File: src/rtl/p2c_pkg.sv
// p2c_pkg: shared widths, constants, types and the arctangent table for the
// point-to-cylinder block. No dependencies; imported by every rtl module.
package p2c_pkg;

  // Field widths
  localparam int CoordW    = 24;               // point, center, local coords
  localparam int AxisCompW = 18;               // one Q1.16 axis component
  localparam int AxisW     = 3 * AxisCompW;    // packed axis register
  localparam int AngleW    = 20;               // Q3.16 angle
  localparam int CfgIdxW   = 3;

  // Projection datapath
  localparam int DiffW = CoordW + 1;           // point - center, exact
  localparam int ProdW = DiffW + AxisCompW;    // one component product
  localparam int AccW  = ProdW + 2;            // sum of three products
  localparam int RndW  = AccW - 16;            // after rounding to Q.8

  // Radius datapath (digit-by-digit root, one result bit from two input bits per step)
  localparam int SqW       = 2 * CoordW;       // x^2 + y^2
  localparam int SqrtW     = SqW + 1;
  localparam int SqrtSteps = CoordW;

  // Angle datapath (vectoring CORDIC)
  localparam int CordW   = 35;                 // x, y scaled by 256 plus growth
  localparam int ZW      = 28;                 // angle accumulator, Q.24
  localparam int AtanLen = 24;

  localparam int HalfPiQ24 = 26353589;
  localparam int PiQ16     = 205887;
  localparam int HalfPiQ16 = 102944;
  localparam int TwoPiQ16  = 411775;

  // Queue between front and back
  localparam int QueueDepth = 4;
  localparam int QueuePtrW  = $clog2(QueueDepth);

  // Configuration register indexes
  typedef enum logic [CfgIdxW-1:0] {
    REG_CENTER_X  = 3'd0,
    REG_CENTER_Y  = 3'd1,
    REG_CENTER_Z  = 3'd2,
    REG_AXIS_U    = 3'd3,
    REG_AXIS_V    = 3'd4,
    REG_AXIS_W    = 3'd5,
    REG_FULL_TURN = 3'd6
  } cfg_reg_e;

  // How the angle of a point is found
  typedef enum logic [2:0] {
    KIND_CORDIC   = 3'd0,  // general point, run the rotations
    KIND_ZERO     = 3'd1,  // on the positive x side or at the origin
    KIND_PI       = 3'd2,  // on the negative x side
    KIND_POS_HALF = 3'd3,  // on the positive y side
    KIND_NEG_HALF = 3'd4   // on the negative y side
  } angle_kind_e;

  typedef logic [AxisW-1:0] axis_t;

  // One point in local coordinates, as carried through the queue
  typedef struct packed {
    logic signed [CoordW-1:0] lx;
    logic signed [CoordW-1:0] ly;
    logic signed [CoordW-1:0] lz;
    angle_kind_e              kind;
  } local_pt_t;

  // atan(2^-i) in Q.24
  function automatic logic signed [ZW-1:0] atan_q24(input int idx);
    logic signed [ZW-1:0] v;
    case (idx)
      0:  v = ZW'(13176795);
      1:  v = ZW'(7778716);
      2:  v = ZW'(4110060);
      3:  v = ZW'(2086331);
      4:  v = ZW'(1047214);
      5:  v = ZW'(524117);
      6:  v = ZW'(262123);
      7:  v = ZW'(131069);
      8:  v = ZW'(65536);
      9:  v = ZW'(32768);
      10: v = ZW'(16384);
      11: v = ZW'(8192);
      12: v = ZW'(4096);
      13: v = ZW'(2048);
      14: v = ZW'(1024);
      15: v = ZW'(512);
      16: v = ZW'(256);
      17: v = ZW'(128);
      18: v = ZW'(64);
      19: v = ZW'(32);
      20: v = ZW'(16);
      21: v = ZW'(8);
      22: v = ZW'(4);
      23: v = ZW'(2);
      default: v = '0;
    endcase
    return v;
  endfunction

endpackage

File: src/rtl/p2c_fifo.sv
// p2c_fifo: short register queue of local points between front and back.
// Depends on p2c_pkg for the entry type and depth.
module p2c_fifo
  import p2c_pkg::*;
(
  input  logic      clk_i,
  input  logic      rst_ni,
  input  logic      push_valid_i,
  output logic      push_ready_o,
  input  local_pt_t push_data_i,
  output logic      pop_valid_o,
  input  logic      pop_ready_i,
  output local_pt_t pop_data_o
);

  local_pt_t             mem_q [QueueDepth];
  logic [QueuePtrW-1:0]  wr_ptr_q, rd_ptr_q;
  logic [QueuePtrW:0]    count_q;
  logic                  push, pop;

  assign push_ready_o = (count_q != (QueuePtrW+1)'(QueueDepth));
  assign pop_valid_o  = (count_q != '0);
  assign push         = push_valid_i && push_ready_o;
  assign pop          = pop_ready_i && pop_valid_o;
  assign pop_data_o   = mem_q[rd_ptr_q];

  // pointers and fill level
  always_ff @(posedge clk_i or negedge rst_ni) begin
    if (!rst_ni) begin
      wr_ptr_q <= '0;
      rd_ptr_q <= '0;
      count_q  <= '0;
    end else begin
      if (push) wr_ptr_q <= wr_ptr_q + 1'b1;
      if (pop)  rd_ptr_q <= rd_ptr_q + 1'b1;
      if (push && !pop) begin
        count_q <= count_q + 1'b1;
      end else if (pop && !push) begin
        count_q <= count_q - 1'b1;
      end
    end
  end

  // storage
  always_ff @(posedge clk_i) begin
    if (push) mem_q[wr_ptr_q] <= push_data_i;
  end

endmodule

File: config.mk
export PLATFORM = sky130hd
export DESIGN_NAME = p2c_fifo
export DESIGN_NICKNAME = d
export VERILOG_FILES = /design/src/rtl/p2c_pkg.sv /design/src/rtl/p2c_fifo.sv
export SDC_FILE = /design/constraint.sdc
export NUM_CORES = 1
export LEC_CHECK = 0
export BUFFER_PORTS_ARGS = -buffer_cell sky130_fd_sc_hd__buf_2
export CAP_MARGIN = 20
export CORE_UTILIZATION = 40
export DETAILED_ROUTE_END_ITERATION = 10
export PLACE_DENSITY = 0.72
export SLEW_MARGIN = 40
export SYNTH_ARGS = -nofsm -noshare
export SYNTH_HDL_FRONTEND = slang
export SYNTH_SLANG_ARGS = --single-unit
export TNS_END_PERCENT = 30
File: constraint.sdc
create_clock -name clk_i -period 3.13 [get_ports clk_i]
set_input_delay 0.313 -clock clk_i [delete_from_list [all_inputs] [get_ports clk_i]]
set_output_delay 0.313 -clock clk_i [all_outputs]
set_load 0.05 [all_outputs]
# After elaboration in Yosys (flattened, before gate mapping)
# Memories as Yosys holds them, arrays and structs flattened.
# Index checks and enable logic that the tools add are counted.
# word_totals
register_bits,7
mem_bits_rw,300
out_inout_bits,77
n_memories,1
# memory_table
memory,words,word_bits,read_ports,rd_clocked_by_memory_dff,write_ports,line_no,text
mem_q,4,75,1,0,1,p2c_fifo.sv:16,local_pt_t mem_q [QueueDepth];
# classes
addsub,4
eq_ne,1
muxes,4
reduce_logical,8
# op_table
operator,n
3-bit 2-to-1 mux,2
2-bit by 1-bit adder with 2-bit output (second input constant),2
1-bit logical AND,4
3-bit by 1-bit adder with 3-bit output (second input constant),1
3-bit inequality test (second input constant),1
3-bit nonzero test,1
3-bit by 1-bit subtractor with 3-bit output (second input constant),1
1-bit zero test,2
1-bit 2-to-1 mux,2
2-bit nonzero test,1

# Depth between registers and ports, before layout
# Gate-level depths: netlist of the first run.
# logic_depth
depth_word,6
depth_mapped,8

# Worst setup path before layout of the first run
# No wires, ideal clock.
# synth_path
kind,register -> register
from,register count_q[0]
to,"memory mem_q[2][0] (netlist bit), enable pin"
t_arrival_ns,2.528
path_slack_ns,0.160
path_stages_with_launch,4
path_buffers,0
synth_period_minus_slack_ns,2.970
cell_sequence,dfrtp_1 > nor2_1 > a21boi_2 > and2_1
# synth_via
elab_chain_len,4
# synth_lines
element,line_no,text
"start, declared",p2c_fifo.sv:18,logic [QueuePtrW:0] count_q;
"start signal, assigned",p2c_fifo.sv:37,count_q <= count_q + 1'b1;
"start signal, assigned",p2c_fifo.sv:39,count_q <= count_q - 1'b1;
3-bit inequality test,p2c_fifo.sv:21,assign push_ready_o = (count_q != (QueuePtrW+1)'(QueueDepth));
1-bit logical AND,p2c_fifo.sv:23,assign push = push_valid_i && push_ready_o;
named net push,p2c_fifo.sv:19,"logic push, pop;"
1-bit 2-to-1 mux,p2c_fifo.sv:46,if (push) mem_q[wr_ptr_q] <= push_data_i;
1-bit 2-to-1 mux (implied by the code),p2c_fifo.sv:46,
"end, declared",p2c_fifo.sv:16,
# The timed path passes the listed nets, and every way through them passes these cells.

==> impl_metrics.yaml, run 1 <==
logic_synthesis:
  synth-compound-area-share: 0.00100
  synth_xor_area_frac: 0.00467
  synth_simple_gate_area_frac: 0.00456
  synth_cells: 427
  yosys_warnings: 0
  synth_mux_area_frac: 0.152
  synthAdderAreaFrac: 0.00733
  syn-num-nets: 512
  netlist_area_um2: 11300
  synth_cell_types: 20
  ys_seq_area_frac: 0.815
  syn_avg_cell_area_um2: 26.4
  synth_top_family_by_area: "multiplexers"
  ys_ff_latch: 307
place:
  dpl.hpwl_um: 13100
  gp_congestion: 0.718
  place_ws_ps: 860
  io_buffers: 155
clock_tree:
  cts_root_buf: "clkbuf_16"
  cts_sinks: 307
  postCtsResizedCells: 0
  cts_buffer_depth: 3
  cts_buffers: 31
  cts_tree: "yes"
  cts_htree_levels: 1
  clk_pin_slew_ps: 60
  post_cts_buffers: 0
  clock_latency_ps: 540
cells_and_area:
  drive_above_1_share: 0.423
  mostFrequentLayoutCells: "edfxtp_1 (300), buf_2 (155), mux4_2 (75), dlygate4sd3_1 (75), clkbuf_16 (31)"
  fin_nets: 772
  area_delta_synth_final_pct: 27.7
  final_common_cell: "edfxtp_1"
  fill_cells: 2165
setup_path:
  cp_max_fo: 46
  required_ps: 2820
  reg2reg_slack_ps: 910
  end_kind: "primary output"
  cp-start-kind: "register"
  path_class: "register to primary output"
  arrival_ps: 2380
power:
  p_per_area_nw_per_um2: 1060
  p_int_mw: 9.61
  p_seq_frac: 0.378
  p_clk_frac: 0.249
  switching_power_mw: 5.70
  power_frac_comb: 0.373
  swShare: 0.372
  power.total_mw: 15.3
  peakVddDrop_uv: 762
  power.leakage_nw: 4.96
sta:
  slew_headroom: 0.506
  finalCritPeriodShare: 0.859
  final-setup-viol-count: 0
  fmax_ghz: 0.372
  layout_setup_ws_ps: 440
  min_period_ps: 2690
  fin_worst_skew_ps: 17.8
  hold_viol: 0
  rsz0062_at_grt: "false"
  slew_viol_final: 0
  tightest_slew_ps: 741
  fin_tns_setup_ps: 0
floorplanning:
  fp.dieW_um: 170
  die_area_um2: 28800
  num_io_pins: 156
  core_um2: 27700
  rows: 61
  initial_core_util: 0.406
  die_h_um: 170
drt:
  dr_total_vias: 5320
  wirelength_um: 21300
  met3_length_um: 1290
  wl_met2_um: 11000
  drt-initial-drc-count: 319
  first_pass_iters: 4
  wl_per_cell_um: 19.5
  top_layer: "met4"
  drt-met1-wl_um: 8760
  viasPerCell: 4.88
  drc: 0
  ant_nets: 0
global_route:
  antenna_found_initial: 1
  grt-ovfl-total: 0
  grt_usage: 0.149
  grt_pass1_wl_um: 32400
  grt_max_degree: 47
  grt_pass1_vias: 5769
run_status:
  status: "completed"
min_path:
  hold_path_class: "input port to register"
job:
  cap_violations: 0
kinds of logic after synthesis:
| kind of cell | count (synthesis) |
|---|---|
| buffers and inverters | 20 |
| AO/OA/AOI/OAI | 1 |
| multiplexers | 77 |
| flip-flops | 307 |
| AND/OR/NAND/NOR | 10 |
| XOR/XNOR | 6 |
| adder cells (fa/ha/maj) | 6 |
layer usage:
| metal | up-vias | global-route usage |
|---|---|---|
| met5 | - | 0 |
| met4 | 0 | 0.0321 |
| met3 | 22 | 0.0338 |
| met2 | 148 | 0.258 |
| met1 | 2790 | 0.190 |
| li1 | 2360 | - |
worst paths after layout:
path                       depth (start not counted)                 endpoint                    start
max in group asynchronous                          2  rd_ptr_q[0]$_DFFE_PN0P_                   rst_ni
max reg2reg                                        8   count_q[2]$_DFFE_PN0P_   count_q[1]$_DFFE_PN0P_
min in group asynchronous                          2  rd_ptr_q[1]$_DFFE_PN0P_                   rst_ni
min                                                1   mem_q[3][39]$_DFFE_PP_          push_data_i[39]
min reg2reg                                        1   count_q[2]$_DFFE_PN0P_   count_q[2]$_DFFE_PN0P_
max                                                3           pop_data_o[25]  rd_ptr_q[1]$_DFFE_PN0P_
flip-flops by register name, summed over array words and instances, names as in the netlist:
name / flops
count_q: 3
mem_q: 300
rd_ptr_q: 2
wr_ptr_q: 2
stage by stage:
step	utilization	hold slack [ps]	area, um^2	instances
2_1_floorplan	-	17.4	11300	427
3_3_place_gp	0.453	151	12500	957
6_report	0.519	35.6	14400	1091
3_5_place_dp	0.453	161	12500	957
4_1_cts	0.519	8.14	14400	1089
5_1_grt	0.519	11.0	14400	1090
critical path, stage by stage, from the launching register on:
cell and delay (ps):
dfrtp_4 920, buf_4 330, mux4_2 340, buf_2 230
power by group through the flow:
stage / Clock (mW) / Sequential [mW] / Combinational, mW
after detailed placement: 0 / 5.89 / 5.71
after global placement: 0 / 5.82 / 5.65
after CTS: 3.91 / 5.80 / 5.81
after floorplan: 0 / 5.70 / 4.61
after global routing: 4.08 / 5.86 / 6.02
final: 3.82 / 5.78 / 5.71
repair_timing:
action,CTS,global route
endpoints found under the setup margin,0,0
hold endpoints to repair,303,0
hold buffers,75,0
area by class of cell:
class / instances / area (um^2) / area share
diodes: 2 / 5.00 / 0.000348
multi-input cells: 100 / 1920 / 0.134
well taps: 378 / 473 / 0.0329
clock inverters: 24 / 299 / 0.0208
repair buffers: 244 / 1690 / 0.118
clock buffers: 33 / 783 / 0.0545
flip-flops and latches: 307 / 9190 / 0.639
inverters: 3 / 11.3 / 0.000783
synthesized netlist by cell type, drive strengths merged:
cell type / instances / area share
mux4: 75 / 0.15
nor2: 2 / 0.00067
a21boi: 1 / 0.0010
nand2: 2 / 0.00067
fa: 1 / 0.0018
buf: 17 / 0.014
nand3: 1 / 0.00044
mux2: 2 / 0.0020
xnor2: 4 / 0.0031
or3: 1 / 0.00056
dfrtp: 7 / 0.016
inv: 3 / 0.0010
xor2: 2 / 0.0016
ha: 5 / 0.0056
and2: 4 / 0.0022
edfxtp: 300 / 0.80
Power figures use the tool's default switching activity.
==> run 2: changes to the inputs <==
--- a/config.mk
+++ b/config.mk
@@ -9,7 +9,7 @@
 export CAP_MARGIN = 20
 export CORE_UTILIZATION = 40
 export DETAILED_ROUTE_END_ITERATION = 10
-export PLACE_DENSITY = 0.72
+export PLACE_DENSITY = 0.71
 export SLEW_MARGIN = 40
 export SYNTH_ARGS = -nofsm -noshare
 export SYNTH_HDL_FRONTEND = slang
==> run 2 against run 1 <==
Net effect:
- count of clock-buffer cells in the layout increased by 8
- sequential share of layout area grew 3.5 points
- clock power fell by 2%
- critical path type unchanged
- non-clock buffer count decreased by 76
- largest power group unchanged
- core utilization shrank 2.7 points
==> impl_metrics.yaml, run 2 (synthesis results as in run 1) <==
drt:
  viasPerCell: 4.95
  dr_total_vias: 5034
  drc: 0
  wirelength_um: 20100
  ant_nets: 0
  first_pass_iters: 4
  drt-initial-drc-count: 401
  wl_per_cell_um: 19.8
clock_tree:
  cts_root_buf: "clkbuf_16"
  cts_buffer_depth: 3
  postCtsResizedCells: 0
  cts_htree_levels: 2
  cts_tree: "yes"
  post_cts_buffers: 0
  cts_buffers: 34
  clock_latency_ps: 490
  clk_pin_slew_ps: 60
  cts_sinks: 307
power:
  power_frac_comb: 0.367
  p_seq_frac: 0.385
  swShare: 0.377
  p_clk_frac: 0.248
  peakVddDrop_uv: 595
  switching_power_mw: 5.70
  p_per_area_nw_per_um2: 1110
  power.leakage_nw: 4.63
  p_int_mw: 9.42
cells_and_area:
  fin_nets: 699
  fill_cells: 2203
  biggestRegsByFlops: "mem_q: 300 flops, count_q: 3 flops"
  final_common_cell: "edfxtp_1"
  n_antenna_cell: 0
  fin_util: 0.492
  multi_input_area_um2: 1920
  drive_above_1_share: 0.468
  regMostFlops: "mem_q"
  area_delta_synth_final_pct: 20.9
  mostFrequentLayoutCells: "edfxtp_1 (300), buf_2 (155), mux4_2 (75), clkbuf_16 (35), clkinv_1 (9)"
  seq_area_um2: 9190
  largest_register_ffs: 300
floorplanning:
  fp.dieW_um: 170
  rows: 61
  die_area_um2: 28800
  initial_core_util: 0.406
  die_h_um: 170
  num_io_pins: 156
  core_um2: 27700
sta:
  fin_worst_skew_ps: 11.9
  finalCritPeriodShare: 0.873
  final-setup-viol-count: 0
  rsz0062_at_grt: "false"
  min_period_ps: 2730
  slew_headroom: 0.641
  fin_tns_setup_ps: 0
  fmax_ghz: 0.366
  hold_viol: 0
  slew_viol_final: 0
  tightest_slew_ps: 539
setup_path:
  end_kind: "primary output"
  critPathTopFamily: "flip-flops"
  crit_buf_inv: 2
  worst-path-stages: 3
  crit_slowest_cell: "dfrtp_4"
  cp_max_fo: 27
  path_cells: "buf_4, mux4_2, buf_2"
  arrival_ps: 2420
  reg2regPathDepth: 8
  required_ps: 2820
  path_class: "register to primary output"
  slowest_delay_ps: 770
  cp-start-kind: "register"
run_status:
  status: "completed"
global_route:
  antenna_found_initial: 1
  grt_max_degree: 76
  grt-ovfl-total: 0
  grt_usage: 0.142
  grt_pass1_wl_um: 30500
  grt_pass1_vias: 5437
min_path:
  min_delay_path_depth: 1
  hold_path_class: "input port to register"
place:
  dpl.hpwl_um: 12300
  gp_congestion: 0.704
  io_buffers: 155
job:
  cap_violations: 0
==> run 2: cell types whose count changed in the layout (fill, tap and decap cells not counted) <==
cell,before,now
clkbuf_16,31,35
diode_2,2,0
clkinv_2,6,3
clkinvlp_4,2,4
dlygate4sd3_1,75,1
clkinv_1,7,9
buf_12,5,6
clkbuf_1,2,4
clkbuf_8,0,2
bufinv_16,7,2
buf_4,9,6
==> run 2: through the flow <==
stage                     cell area [um^2]  worst slack [ps]  total power, mW  std cells  hold WS, ps
final                                13600               399             15.1       1017         32.8
after global placement               12500               885             11.4        955          167
after detailed placement             12500               840             11.6        955          178
after floorplan                      11300               160             10.3        427         17.4
after global routing                 13600               222             15.8       1017         7.97
after CTS                            13600               288             15.3       1017         6.25
==> run 2: final timing paths <==
path                                         start                       to  slack [ps]
min in group asynchronous                   rst_ni  rd_ptr_q[1]$_DFFE_PN0P_         210
max reg2reg                 count_q[0]$_DFFE_PN0P_   count_q[2]$_DFFE_PN0P_         950
max in group asynchronous                   rst_ni  rd_ptr_q[0]$_DFFE_PN0P_        2710
min reg2reg                 count_q[2]$_DFFE_PN0P_   count_q[2]$_DFFE_PN0P_         560
max                        rd_ptr_q[0]$_DFFE_PN0P_           pop_data_o[28]         400
min                                push_data_i[56]   mem_q[0][56]$_DFFE_PP_          30
==> run 2: timing repair <==
item | CTS | global route
hold buffers | 1 | 0
endpoints found under the setup margin | 0 | 0
endpoints found under the hold margin | 7 | 0
==> run 2: layout make-up <==
cell class / count / share of cell area
Sequential cell: 307 / 0.675
Multi-Input combinational cell: 100 / 0.141
Timing Repair Buffer: 168 / 0.0698
Clock buffer: 41 / 0.0674
Tap cell: 378 / 0.0347
Clock inverter: 20 / 0.0115
Inverter: 3 / 0.000827
==> run 2: worst reg2reg max path, cell delays in order (launching register included) <==
cell	delay, ps
dfrtp_1	440
nor2_1	100
a21boi_2	370
ha_1	260
inv_1	70
fa_1	390
xor2_1	150
nor2_1	130
xor2_1	180
==> run 2: per-layer routing <==
layer  vias up  GRT usage  part of all wire
li1       2215          -                 -
met1      2637      0.178              0.41
met2       152      0.243              0.51
met3        28     0.0382             0.064
met4         2     0.0403             0.016
met5         -          0           0.00065
==> run 2: power by group through the flow <==
stage / logic (mW) / registers (mW) / clock network, mW
after floorplan: 4.61 / 5.70 / 0
after global routing: 5.83 / 5.92 / 4.00
after global placement: 5.55 / 5.87 / 0
final: 5.55 / 5.82 / 3.76
after CTS: 5.65 / 5.86 / 3.84
after detailed placement: 5.64 / 5.94 / 0
==> run 3: changes to the inputs <==
--- a/config.mk
+++ b/config.mk
@@ -7,9 +7,10 @@
 export LEC_CHECK = 0
 export BUFFER_PORTS_ARGS = -buffer_cell sky130_fd_sc_hd__buf_2
 export CAP_MARGIN = 20
-export CORE_UTILIZATION = 40
+export CORE_MARGIN = 2
+export CORE_UTILIZATION = 51
 export DETAILED_ROUTE_END_ITERATION = 10
-export PLACE_DENSITY = 0.71
+export PLACE_DENSITY = 0.85
 export SLEW_MARGIN = 40
 export SYNTH_ARGS = -nofsm -noshare
 export SYNTH_HDL_FRONTEND = slang
==> run 3 against run 2 <==
Net effect:
- worst hold slack improved by 19 ps
- fmax increased by 2.3%
- clock skew increased by 0.84 ps
==> impl_metrics.yaml, run 3 (synthesis results as in run 1) <==
power:
  peakVddDrop_uv: 853
  p_per_area_nw_per_um2: 1060
  power.leakage_nw: 4.88
setup_path:
  slowest_delay_ps: 660
  endpoint: "pop_data_o[4]"
  cp_max_fo: 30
  rr_startpoint: "count_q[1]$_DFFE_PN0P_"
  reg2reg_slack_ps: 950
  path_class: "register to primary output"
  cp-start-kind: "register"
  crit_slowest_cell: "dfrtp_4"
  path_cells: "buf_12, mux4_2, buf_2"
  r2r_end: "count_q[2]$_DFFE_PN0P_"
  crit_start: "rd_ptr_q[0]$_DFFE_PN0P_"
  arrival_ps: 2360
  reg2regPathDepth: 8
  end_kind: "primary output"
  required_ps: 2820
sta:
  fmax_ghz: 0.375
  finalCritPeriodShare: 0.853
  hold_viol: 0
  final-setup-viol-count: 0
  fin_tns_setup_ps: 0
  whs_ps: 51.4
  rsz0062_at_grt: "false"
  min_period_ps: 2670
  tightest_slew_ps: 662
  fin_worst_skew_ps: 12.7
  slew_headroom: 0.559
  slew_viol_final: 0
clock_tree:
  cts_buffer_depth: 3
  clk_pin_slew_ps: 60
  cts_tree: "yes"
  clock_latency_ps: 540
  cts_htree_levels: 1
  hold_buffers: 75
  postCtsResizedCells: 0
  cts_sinks: 307
  cts_buffers: 30
  cts_root_buf: "clkbuf_16"
  post_cts_buffers: 0
global_route:
  use_met2: 0.316
  antenna_found_initial: 0
  gr-usage-met3: 0.0387
  grt_usage: 0.179
  use_met1: 0.227
  grt_pass1_vias: 5951
  top_usage_layer: "met2"
  grt-ovfl-total: 0
  grt_pass1_wl_um: 32600
  grt_max_degree: 46
floorplanning:
  die_h_um: 153
  rows: 54
  fp.dieW_um: 153
  initial_core_util: 0.518
  num_io_pins: 156
  die_area_um2: 23300
  core_um2: 21800
run_status:
  status: "completed"
cells_and_area:
  regMostFlops: "mem_q"
  n_antenna_cell: 0
  drive_above_1_share: 0.414
  biggestRegsByFlops: "mem_q: 300 flops, count_q: 3 flops"
  largest_register_ffs: 300
  fin_cells: 985
  fin_area_um2: 14100
  final_common_cell: "edfxtp_1"
  area_delta_synth_final_pct: 25.3
  mostFrequentLayoutCells: "edfxtp_1 (300), buf_2 (155), mux4_2 (75), dlygate4sd3_1 (75), clkbuf_16 (31)"
  fin_nets: 766
job:
  cap_violations: 0
drt:
  wirelength_um: 20700
  dr_total_vias: 5308
  viasPerCell: 5.39
  wl_per_cell_um: 21.0
  first_pass_iters: 4
  drt-initial-drc-count: 374
  drc: 0
  ant_nets: 0
place:
  dp_cells: 854
  placed_area_um2: 12400
  io_buffers: 155
  gp_congestion: 0.704
  dpl.hpwl_um: 12100
min_path:
  hold_path_class: "input port to register"
[run 3: cell types whose count changed in the layout (fill, tap and decap cells not counted), sizes merged]
| cell | before | now |
|---|---|---|
| bufinv | 2 | 3 |
| buf | 167 | 164 |
| dlygate4sd3 | 1 | 75 |
| clkinvlp | 4 | 3 |
| clkbuf | 41 | 37 |
| clkinv | 13 | 12 |
[run 3: layer usage]
metal | vias up | wire, um
met2 | 180 | 10800
met1 | 2748 | 8220
li1 | 2343 | -
met3 | 37 | 1280
met5 | - | 0
met4 | 0 | 400
[run 3: worst min-delay path by stage]
stage	depth (start not counted)	from	slack, ps	to
3_3_place_gp	1	rst_ni	150	count_q[2]$_DFFE_PN0P_
6_report	1	push_data_i[57]	50	mem_q[0][57]$_DFFE_PP_
3_5_place_dp	1	rst_ni	160	count_q[2]$_DFFE_PN0P_
2_1_floorplan	0	rst_ni	20	count_q[0]$_DFFE_PN0P_
4_1_cts	1	push_data_i[57]	20	mem_q[0][57]$_DFFE_PP_
5_1_grt	1	push_data_i[57]	20	mem_q[0][57]$_DFFE_PP_
[run 3: critical path: cells and delay by family, from the launching register on]
family	cells	cell delay (ps)
flip-flops	1	660
multiplexers	1	580
buffers and inverters	2	560
[run 3: where the power goes]
part	internal [mW]	total, mW	switching, mW
Combinational	1.78	5.61	3.84
Clock	2.05	3.47	1.42
Sequential	5.44	5.82	0.383
[run 3: cell type report]
cell class	instances	area (um^2)
multi-input cells	100	1920
inverters	3	11.3
repair buffers	239	1670
well taps	280	350
flip-flops and latches	307	9190
fillers	1406	7640
clock buffers	37	798
clock inverters	19	174
[run 3: stage by stage]
stage,util,power [mW],setup slack (ps)
after floorplan,-,10.3,160
after global placement,0.570,11.4,1010
after detailed placement,0.570,11.5,960
after CTS,0.649,15.1,403
after global routing,0.649,15.5,329
final,0.649,14.9,461
